## src/i2cms_pkg.sv

```systemverilog
// ============================================================================
// I2C master byte sequencer - shared package
// Command codes, item and result types used by the sequencer and its ports.
// ============================================================================
package i2cms_pkg;

    localparam int unsigned FUNC_W  = 3;
    localparam int unsigned BYTE_W  = 8;
    localparam int unsigned TICKS_W = 16;
    localparam int unsigned BITS_W  = 4;

    localparam logic [TICKS_W-1:0] PHASE_TICKS_RESET = 16'd50;

    // command codes carried in func
    localparam logic [FUNC_W-1:0] FUNC_TICK  = 3'd0;
    localparam logic [FUNC_W-1:0] FUNC_START = 3'd1;
    localparam logic [FUNC_W-1:0] FUNC_STOP  = 3'd2;
    localparam logic [FUNC_W-1:0] FUNC_WRITE = 3'd3;
    localparam logic [FUNC_W-1:0] FUNC_READ  = 3'd4;

    typedef struct packed {
        logic [FUNC_W-1:0] func;
        logic [BYTE_W-1:0] tx_byte;
        logic              nack_to_send;
        logic              sda_in;
    } i2cms_item_t;

    typedef struct packed {
        logic              scl_level;
        logic              sda_release;
        logic              busy_res;
        logic              done_res;
        logic [BYTE_W-1:0] rx_byte;
        logic              nack_received;
        logic              cmd_rejected;
    } i2cms_res_t;

endpackage

```

## src/i2cms_core.sv

```systemverilog
// ============================================================================
// I2C master byte sequencer - phase engine
// Bus phase state machine; advances one tick per transfer and gives the result.
// ============================================================================
module i2cms_core
    import i2cms_pkg::*;
(
    input  logic               clk,
    input  logic               rst_n,
    input  logic               cfg_we,
    input  logic [TICKS_W-1:0] cfg_wdata,
    input  logic               take,
    input  i2cms_item_t        item,
    output i2cms_res_t         res
);

    typedef enum logic [4:0] {
        ST_IDLE   = 5'd0,
        ST_S_REL  = 5'd1,
        ST_S_SCLH = 5'd2,
        ST_S_SDAL = 5'd3,
        ST_S_SCLL = 5'd4,
        ST_P_SDAL = 5'd5,
        ST_P_SCLH = 5'd6,
        ST_P_REL  = 5'd7,
        ST_W_BIT  = 5'd8,
        ST_W_HIGH = 5'd9,
        ST_W_GAP  = 5'd10,
        ST_W_ACKH = 5'd11,
        ST_W_ACKL = 5'd12,
        ST_R_HIGH = 5'd13,
        ST_R_LOW  = 5'd14,
        ST_R_ACKD = 5'd15,
        ST_R_ACKH = 5'd16,
        ST_R_ACKL = 5'd17
    } step_t;

    step_t              step_reg,   step_next;
    logic [BITS_W-1:0]  bits_reg,   bits_next;
    logic [BYTE_W-1:0]  shift_reg,  shift_next;
    logic [TICKS_W-1:0] tick_reg,   tick_next;
    logic               ack_reg,    ack_next;
    logic               scl_reg,    scl_next;
    logic               sda_reg,    sda_next;
    logic               nack_reg,   nack_next;
    logic [BYTE_W-1:0]  rx_reg,     rx_next;
    logic [TICKS_W-1:0] phase_reg;

    logic [TICKS_W-1:0] tick_load;
    logic [TICKS_W-1:0] tick_dec;
    logic               done;
    logic               rejected;

    // a phase length of zero behaves as one
    assign tick_load = (phase_reg == '0) ? TICKS_W'(1) : phase_reg;
    assign tick_dec  = tick_reg - TICKS_W'(1);

    always_comb
    begin
        step_next  = step_reg;
        bits_next  = bits_reg;
        shift_next = shift_reg;
        tick_next  = tick_reg;
        ack_next   = ack_reg;
        scl_next   = scl_reg;
        sda_next   = sda_reg;
        nack_next  = nack_reg;
        rx_next    = rx_reg;
        done       = 1'b0;
        rejected   = 1'b0;

        if (step_reg != ST_IDLE)
        begin
            rejected  = (item.func != FUNC_TICK);
            tick_next = tick_dec;
            if (tick_dec == '0)
            begin
                tick_next = tick_load;
                unique case (step_reg)
                    ST_S_REL:
                    begin
                        step_next = ST_S_SCLH;
                        scl_next  = 1'b1;
                    end
                    ST_S_SCLH:
                    begin
                        step_next = ST_S_SDAL;
                        sda_next  = 1'b0;
                    end
                    ST_S_SDAL:
                    begin
                        step_next = ST_S_SCLL;
                        scl_next  = 1'b0;
                    end
                    ST_P_SDAL:
                    begin
                        step_next = ST_P_SCLH;
                        scl_next  = 1'b1;
                    end
                    ST_P_SCLH:
                    begin
                        step_next = ST_P_REL;
                        sda_next  = 1'b1;
                    end
                    ST_W_BIT:
                    begin
                        step_next = ST_W_HIGH;
                        scl_next  = 1'b1;
                    end
                    ST_W_HIGH:
                    begin
                        bits_next  = bits_reg + BITS_W'(1);
                        shift_next = {shift_reg[BYTE_W-2:0], 1'b0};
                        scl_next   = 1'b0;
                        if (bits_next[BITS_W-1])
                        begin
                            step_next = ST_W_GAP;
                        end
                        else
                        begin
                            step_next = ST_W_BIT;
                            sda_next  = shift_reg[BYTE_W-2];
                        end
                    end
                    ST_W_GAP:
                    begin
                        step_next = ST_W_ACKH;
                        scl_next  = 1'b1;
                        sda_next  = 1'b1;
                    end
                    ST_W_ACKH:
                    begin
                        nack_next = item.sda_in;
                        step_next = ST_W_ACKL;
                        scl_next  = 1'b0;
                    end
                    ST_R_HIGH:
                    begin
                        shift_next = {shift_reg[BYTE_W-2:0], item.sda_in};
                        bits_next  = bits_reg + BITS_W'(1);
                        step_next  = ST_R_LOW;
                        scl_next   = 1'b0;
                    end
                    ST_R_LOW:
                    begin
                        if (bits_reg[BITS_W-1])
                        begin
                            step_next = ST_R_ACKD;
                            sda_next  = ack_reg;
                        end
                        else
                        begin
                            step_next = ST_R_HIGH;
                            scl_next  = 1'b1;
                        end
                    end
                    ST_R_ACKD:
                    begin
                        step_next = ST_R_ACKH;
                        scl_next  = 1'b1;
                    end
                    ST_R_ACKH:
                    begin
                        step_next = ST_R_ACKL;
                        scl_next  = 1'b0;
                    end
                    ST_R_ACKL:
                    begin
                        rx_next   = shift_reg;
                        step_next = ST_IDLE;
                        tick_next = tick_dec;
                        done      = 1'b1;
                    end
                    default:
                    begin
                        // last phase of start, stop and write
                        step_next = ST_IDLE;
                        tick_next = tick_dec;
                        done      = 1'b1;
                    end
                endcase
            end
        end
        else
        begin
            unique case (item.func)
                FUNC_START:
                begin
                    bits_next = '0;
                    step_next = ST_S_REL;
                    sda_next  = 1'b1;
                    tick_next = tick_load;
                end
                FUNC_STOP:
                begin
                    bits_next = '0;
                    step_next = ST_P_SDAL;
                    sda_next  = 1'b0;
                    tick_next = tick_load;
                end
                FUNC_WRITE:
                begin
                    bits_next  = '0;
                    shift_next = item.tx_byte;
                    step_next  = ST_W_BIT;
                    scl_next   = 1'b0;
                    sda_next   = item.tx_byte[BYTE_W-1];
                    tick_next  = tick_load;
                end
                FUNC_READ:
                begin
                    bits_next  = '0;
                    shift_next = '0;
                    ack_next   = item.nack_to_send;
                    step_next  = ST_R_HIGH;
                    scl_next   = 1'b1;
                    sda_next   = 1'b1;
                    tick_next  = tick_load;
                end
                default:
                begin
                    // plain tick or undefined code: hold
                end
            endcase
        end
    end

    assign res.scl_level     = scl_next;
    assign res.sda_release   = sda_next;
    assign res.busy_res      = (step_next != ST_IDLE);
    assign res.done_res      = done;
    assign res.rx_byte       = rx_next;
    assign res.nack_received = nack_next;
    assign res.cmd_rejected  = rejected;

    always_ff @(posedge clk or negedge rst_n)
    begin
        if (!rst_n)
        begin
            step_reg  <= ST_IDLE;
            bits_reg  <= '0;
            shift_reg <= '0;
            tick_reg  <= '0;
            ack_reg   <= 1'b0;
            scl_reg   <= 1'b1;
            sda_reg   <= 1'b1;
            nack_reg  <= 1'b0;
            rx_reg    <= '0;
            phase_reg <= PHASE_TICKS_RESET;
        end
        else
        begin
            if (cfg_we)
            begin
                phase_reg <= cfg_wdata;
            end
            if (take)
            begin
                step_reg  <= step_next;
                bits_reg  <= bits_next;
                shift_reg <= shift_next;
                tick_reg  <= tick_next;
                ack_reg   <= ack_next;
                scl_reg   <= scl_next;
                sda_reg   <= sda_next;
                nack_reg  <= nack_next;
                rx_reg    <= rx_next;
            end
        end
    end

endmodule

```

## config.mk

```make
export PLATFORM = sky130hd
export DESIGN_NAME = i2cms_core
export DESIGN_NICKNAME = d
export VERILOG_FILES = /design/src/i2cms_pkg.sv /design/src/i2cms_core.sv
export SDC_FILE = /design/constraint.sdc
export NUM_CORES = 1
export LEC_CHECK = 0
export ABC_CLOCK_PERIOD_IN_PS = 7600
export BUFFER_PORTS_ARGS = -buffer_cell sky130_fd_sc_hd__buf_2
export CAP_MARGIN = 20
export CORE_MARGIN = 8
export CORE_UTILIZATION = 45
export DETAILED_ROUTE_END_ITERATION = 10
export PLACE_DENSITY_LB_ADDON = 0.15
export SETUP_SLACK_MARGIN = 0.02
export SLEW_MARGIN = 30
export SYNTH_ARGS = -nofsm -noshare
export SYNTH_HDL_FRONTEND = slang
export SYNTH_SLANG_ARGS = --single-unit
```

## constraint.sdc

```tcl
create_clock -name clk -period 7.6 [get_ports clk]
set_clock_uncertainty 0.05 [all_clocks]
set_input_delay 0 -clock clk [delete_from_list [all_inputs] [get_ports clk]]
set_output_delay 0 -clock clk [all_outputs]
set_load 0.02 [all_outputs]
```

# After elaboration in Yosys (flattened, before gate mapping)
# Cells that the tools add are included.
[totals]
wordCells = 92
ff_bits = 61
out_inout_bits = 14
inputBits = 33
[op_classes]
bitwise = 1
add_sub_neg = 2
eq_ne = 21
n_mux = 40
n_reduce_logical = 18
[ops]
columns = ["cell", "count"]
rows = [
  ["2-to-1 mux 16 bit", 5],
  ["one-hot mux 5 bit (13 select lines)", 1],
  ["2-to-1 mux 8 bit", 5],
  ["== test 5 x 4 -> 1 bit, second input constant", 7],
  ["logical NOT 16 bit", 2],
  ["one-hot mux 8 bit (2 select lines)", 2],
  ["one-hot mux 5 bit (4 select lines)", 1],
  ["2-to-1 mux 4 bit", 4],
  ["subtractor 16 x 1 -> 16 bit, second input constant", 1],
  ["2-to-1 mux 1 bit", 14],
  ["OR reduction 13 bit", 1],
  ["== test 5 x 2 -> 1 bit, second input constant", 2],
  ["== test 5 x 3 -> 1 bit, second input constant", 2],
  ["== test 5 bit, second input constant", 2],
  ["2-to-1 mux 5 bit", 2],
  ["nonzero test 5 bit", 2],
  ["OR reduction 5 bit", 2],
  ["AND reduction 4 bit", 2],
  ["== test 3 x 2 -> 1 bit, second input constant", 2],
  ["one-hot mux 1 bit (3 select lines)", 2],
  ["nonzero test 3 bit", 2],
  ["OR reduction 2 bit", 3],
  ["== test 5 x 1 -> 1 bit, second input constant", 1],
  ["adder 4 x 1 -> 4 bit, second input constant", 1],
  ["13 further kinds", 14],
]

# Longest topological paths before layout
# Gate-level depths: netlist (run 1).
[depth]
ltp_word = 6
ltp_mapped = 14
mapped_depth_nobuf = 10

# Worst setup path before layout (run 1)
# OpenSTA, ideal clock, no wires.
[synth_path]
kind = "flip-flop to flip-flop"
startpoint = "register tick_reg[0]"
endpoint = "register nack_reg"
path_stages_with_launch = 14
required_time_ns = 7.425
period_less_slack_ns = 3.187
path_buffers = 3
slack_ns = 4.413
t_arrival_ns = 3.012
cell_sequence = "dfrtp_1 > buf_6 > inv_1 > ha_1 > or3b_2 > clkbuf_1 > xnor2_1 > nor4_2 > nand4_1 > or3b_1 > buf_6 > nor4_4 > nand2_1 > mux2_4"
[synth_via]
elab_chain_len = 4
[synth_rtl]
columns = ["element", "line_no", "text"]
rows = [
  ["start: declaration", "i2cms_core.sv:41", "logic [TICKS_W-1:0] tick_reg, tick_next;"],
  ["start signal: assignment", "i2cms_core.sv:262", "tick_reg <= tick_next;"],
  ["subtractor 16 x 1 -> 16 bit", "i2cms_core.sv:56", "assign tick_dec = tick_reg - TICKS_W'(1);"],
  ["logical NOT 16 bit", "i2cms_core.sv:76", "if (tick_dec == '0)"],
  ["2-to-1 mux 1 bit", "i2cms_core.sv:76", ""],
  ["2-to-1 mux 1 bit", "i2cms_core.sv:72", "if (step_reg != ST_IDLE)"],
  ["end signal: assignment", "i2cms_core.sv:266", "nack_reg <= nack_next;"],
  ["end: declaration", "i2cms_core.sv:45", "logic nack_reg, nack_next;"],
]
# Every way passes these cells.
# A chain may end at the register's enable or synchronous reset.

==> results_dict.tcl, run 1 <==
set metrics [dict create \
    overflow 0 \
    crit_type "reg -> out" \
    drt_iter0_drc 240 \
    synth_cell_types 62 \
    synth_top_area_share 0.342 \
    grt_max_degree 62 \
    wl_per_cell_um 17.0 \
    rsz0062_at_grt "false" \
    cts-buffers-inserted 9 \
    reg2reg_setup_slack_ns 3.32 \
    pwr-share-comb 0.217 \
    r2r-start "tick_reg[0]" \
    syn_avg_cell_area_um2 8.94 \
    num_vias 3665 \
    critPathMaxFanout 11 \
    max-vdd-ir-drop_mv 0.125 \
    p_int_uw 656 \
    switching_power_uw 341 \
    worstPathArrival_ns 4.54 \
    slew_viol_final 0 \
    dpl.hpwl_um 7320 \
    ys_seq_area_frac 0.374 \
    seq_area_mm2 0.00153 \
    nets 544 \
    ant_nets 0 \
    period_share 0.604 \
    fin_util 0.534 \
    design.core.area_mm2 0.00902 \
    worstRegToRegCells 10 \
    setup.worst_path.start_class "flip-flop" \
    min-delay-start "cfg_we" \
    status "completed" \
    seq_power_share 0.454 \
    drive_gt1_frac 0.250 \
    post-synth-top-area-cell "dfrtp_1" \
    hold_depth 3 \
    leakage_nw 2.09 \
    endpoint_kind "primary output" \
    syn_inst 459 \
    first_pass_iters 5 \
    antenna_found_initial 0 \
    drc 0 \
    die_y_um 111 \
    multi_input_area_mm2 0.00234 \
    synth_warnings 0 \
    start_util 0.455 \
    hold_path_end "phase_reg[15]" \
    tns_ns 0 \
    antenna_cells 0 \
    synth.most_common_cell "dfrtp_1" \
    io_buffers 46 \
    min_path_type "in -> reg" \
    synth_area_leaders "dfrtp_1 34%, mux2_2 12%, nand2_1 4.5%" \
    tightestPinTransition_ns 0.790 \
    setup_violations 0 \
    syn_nets 495 \
    power_density_mw_per_mm2 207 \
    maxCapViolCount 0 \
    clk_path_buf_depth 2 \
    gp_congestion 0.899 \
    crit_required_ns 7.55 \
    relSlewSlack 0.473 \
    placementRows 35 \
    cts_max_level 3 \
    hold_viol_final 0 \
    syn_area_mm2 0.00410 \
    post-route-min-period_ns 4.59 \
    r2r-end "shift_reg[7]" \
    grt_pass1_wl_um 18200 \
    grt_pass1_vias 3685 \
    ys.flop_type "dfrtp_1" \
    clock.fmax_mhz 218 \
    routed_wl_um 10600 \
    p_sw_frac 0.342 \
    fillers 848 \
    viasPerCell 5.87 \
    dieArea_mm2 0.0124 \
    cts_root_buf "clkbuf_8" \
    ios 47 \
    power_frac_clock 0.328 \
    die_w_um 111 \
    clk_pin_slew_ns 0.07 \
    synth_common_cells "56 x dfrtp_1, 49 x nand2_1, 43 x mux2_2" \
    synth_edf_count 0 \
    async_flop_share 1.00 \
    synth_seq_cells 61 \
    grt_use_total 0.174 \
    syn_to_final_growth_pct 17.5 \
    clock-sinks 61 \
    clk_latency_ns 0.34 \
    cts_tree "done" \
]
==> stage by stage <==
step / std cells / worst slack, ns / hold WS, ns / total power [mW] / cell area, um^2
after global routing: 624 / 2.72 / 0.107 / 1.05 / 4820
after detailed placement: 580 / 3.45 / 0.173 / 0.654 / 4310
after CTS: 624 / 3.08 / 0.0390 / 0.996 / 4810
after floorplan: 459 / 4.41 / -0.346 / 0.600 / 4100
after global placement: 580 / 3.69 / 0.167 / 0.652 / 4310
final: 624 / 3.01 / 0.0519 / 0.996 / 4820
==> final cells by class <==
class                           instances  area share
Clock buffer                           10      0.0265
Tap cell                              111      0.0288
Timing Repair Buffer                   78       0.112
Sequential cell                        61       0.318
Inverter                               14      0.0109
Multi-Input combinational cell        344       0.486
Clock inverter                          6      0.0179
==> per-layer routing <==
metal | global-route usage | part of all wire
met1 | 0.244 | 0.50
met5 | 0 | 0
met3 | 0.0355 | 0.048
met4 | 0.0453 | 0.013
met2 | 0.265 | 0.44
==> power by group through the flow <==
stage	logic, mW	registers, mW	clock network, mW
6_report	0.216	0.453	0.327
5_1_grt	0.243	0.462	0.346
4_1_cts	0.215	0.446	0.335
3_5_place_dp	0.202	0.452	0
3_3_place_gp	0.202	0.450	0
2_1_floorplan	0.206	0.395	0
==> worst max-delay path by stage <==
stage | cells after the start | slack, ns | to | start
finish | 10 | 3.01 | res[8] | tick_reg[0]
global route | 10 | 2.72 | res[5] | tick_reg[0]
floorplan | 13 | 4.41 | nack_reg | tick_reg[0]
detailed placement | 10 | 3.45 | shift_reg[2] | tick_reg[0]
CTS | 10 | 3.08 | res[8] | tick_reg[0]
global placement | 10 | 3.69 | res[3] | tick_reg[0]
==> worst max-delay path: stages (launching register included) <==
cell	delay (ns)
dfrtp_1	0.50
inv_1	0.13
ha_1	0.29
nor3b_1	0.68
a21boi_0	0.26
nor4b_1	0.38
nand4b_1	0.21
nor2_1	0.59
nand4_1	0.55
mux2_2	0.45
buf_2	0.16
==> cell families after synthesis <==
family,share of synthesized area
simple gates,0.231
fa+ha+maj,0.00915
buf+inv,0.0598
mux,0.153
flops,0.374
xor+xnor,0.0107
compound gates,0.163
==> timing repair <==
item                                   CTS  global route
endpoints found under the hold margin   87             0
setup buffers                            0             0
hold buffers                            28             0
resized for setup                        0             0
==> cell usage in the layout, fill, tap and decap left out, types with 5 or more instances in the layout <==
cell type and count:
nand4_1 8, or3_1 7, nor4_1 13, nor3_1 11, inv_1 14, mux2_2 43, or2_2 5, o211ai_1 5
nand2b_1 8, nor2_1 34, nand2_1 49, buf_2 46, o21ai_0 17, dfrtp_1 56, a21oi_1 30, mux2i_1 13
dlygate4sd3_1 28, dfstp_2 5, a2bb2oi_1 8, nand3_1 20, clkbuf_8 9
Note: power is estimated with default switching activity, not from simulation.
==> run 2, diff against run 1 <==
--- a/config.mk
+++ b/config.mk
@@ -5,7 +5,7 @@
 export SDC_FILE = /design/constraint.sdc
 export NUM_CORES = 1
 export LEC_CHECK = 0
-export ABC_CLOCK_PERIOD_IN_PS = 7600
+export ABC_CLOCK_PERIOD_IN_PS = 4700
 export BUFFER_PORTS_ARGS = -buffer_cell sky130_fd_sc_hd__buf_2
 export CAP_MARGIN = 20
 export CORE_MARGIN = 8
==> constraint.sdc (replaced) <==
create_clock -name clk -period 4.7 [get_ports clk]
set_clock_uncertainty 0.05 [all_clocks]
set_input_delay 0 -clock clk [delete_from_list [all_inputs] [get_ports clk]]
set_output_delay 0 -clock clk [all_outputs]
set_load 0.02 [all_outputs]
==> run 2 against run 1 <==
Net effect:
- die area unchanged
- sequential power up 61%
- critical path depth up 1
- worst setup slack worse by 2.5 ns
==> results_dict.tcl, run 2 (synthesis gave the netlist of run 1 again) <==
set metrics [dict create \
    setup.worst_path.start_class "flip-flop" \
    wl_met2_um 4810 \
    clock.fmax_mhz 241 \
    die_y_um 111 \
    fillers 847 \
    die_w_um 111 \
    antenna_cells 0 \
    grt_use_total 0.173 \
    mostFrequentLayoutCell "dfrtp_1" \
    cts_tree "done" \
    first_pass_iters 5 \
    layout_common_cells "56 x dfrtp_1, 49 x nand2_1, 46 x buf_2, 43 x mux2_2, 34 x nor2_1" \
    dpl.hpwl_um 7290 \
    drt-met1-wl_um 5180 \
    crit_type "reg -> out" \
    routed_wl_um 10600 \
    grt_pass1_wl_um 18100 \
    min_path_type "in -> reg" \
    power_density_mw_per_mm2 334 \
    top_layer "met4" \
    tightestPinTransition_ns 0.958 \
    leakage_nw 2.10 \
    tns_ns 0 \
    num_vias 3667 \
    routed-wl-met3_um 489 \
    antenna_found_initial 0 \
    clock-sinks 61 \
    worstPathArrival_ns 4.10 \
    clk_pin_slew_ns 0.08 \
    crit_required_ns 4.65 \
    seq_area_mm2 0.00153 \
    dieArea_mm2 0.0124 \
    relSlewSlack 0.356 \
    drive_gt1_frac 0.252 \
    fin_util 0.535 \
    period_share 0.882 \
    wl_per_cell_um 17.0 \
    max-vdd-ir-drop_mv 0.222 \
    clk_latency_ns 0.35 \
    io_buffers 46 \
    setup_violations 0 \
    final_cell_area_mm2 0.00483 \
    status "completed" \
    critPathMaxFanout 11 \
    cts_root_buf "clkbuf_8" \
    slew_viol_final 0 \
    post-route-min-period_ns 4.15 \
    ant_nets 0 \
    maxCapViolCount 0 \
    clk_path_buf_depth 2 \
    viasPerCell 5.86 \
    grt_max_degree 62 \
    start_util 0.455 \
    postCtsSetupRepairBufs 0 \
    nets 546 \
    rsz0062_at_grt "false" \
    cts_max_level 3 \
    overflow 0 \
    multi_input_area_mm2 0.00233 \
    grt_pass1_vias 3580 \
    hold_viol_final 0 \
    placementRows 35 \
    design.core.area_mm2 0.00902 \
    drc 0 \
    syn_to_final_growth_pct 17.7 \
    drt_iter0_drc 304 \
    ios 47 \
    cts-buffers-inserted 9 \
    endpoint_kind "primary output" \
    dpl_cell_area_mm2 0.00433 \
    gp_congestion 0.886 \
]
## run 2: worst max-delay path, cell delays in order (launching register included)
cell	delay, ns
dfrtp_1	0.49
inv_1	0.12
ha_1	0.29
nor3b_1	0.61
a21boi_0	0.24
nor4b_1	0.36
nand4b_1	0.22
nor2_1	0.14
buf_4	0.19
nand4_1	0.44
mux2_2	0.46
buf_2	0.16
## run 2: power by group
| part | internal (mW) | switching, mW | leakage [nW] |
|---|---|---|---|
| Combinational | 0.169 | 0.179 | 1.27 |
| Sequential | 0.591 | 0.139 | 0.726 |
| Clock | 0.301 | 0.236 | 0.106 |
| Total | 1.06 | 0.554 | 2.10 |
## run 2: routing by layer
metal  track usage  up-vias
met5             0        -
met3        0.0274       15
met1         0.250     1762
met4        0.0587        0
met2         0.254      106
li1              -     1784
## run 2: worst paths after layout
kind | startpoint | endpoint | slack [ns] | cells after the start
worst max-delay path | tick_reg[0] | res[6] | 0.55 | 11
worst min-delay path | cfg_we | phase_reg[15] | 0.03 | 3
worst max register to register | tick_reg[0] | shift_reg[3] | 0.88 | 11
worst min register to register | bits_reg[2] | bits_reg[2] | 0.44 | 1
max in group asynchronous | rst_n | tick_reg[12] | 3.76 | 3
min in group asynchronous | rst_n | tick_reg[9] | 0.29 | 3
## run 2: area by class of cell
cell class	instances	area share
Inverter	14	0.0109
Sequential cell	61	0.317
Tap cell	111	0.0288
Clock inverter	7	0.0202
Clock buffer	9	0.0257
Timing Repair Buffer	80	0.115
Multi-Input combinational cell	344	0.482
## run 2: repair_timing
action | CTS | global route
hold buffers | 28 | 0
endpoints found under the hold margin | 86 | 0
resized for setup | 0 | 0
## run 2: stage by stage
step	worst slack [ns]	cells	hold slack (ns)	power, mW
4_1_cts	0.572	626	0.0270	1.62
6_report	0.554	626	0.0324	1.61
3_3_place_gp	1.09	582	0.163	1.06
3_5_place_dp	0.942	582	0.168	1.06
5_1_grt	0.257	626	0.0895	1.71
2_1_floorplan	1.51	459	-0.346	0.971
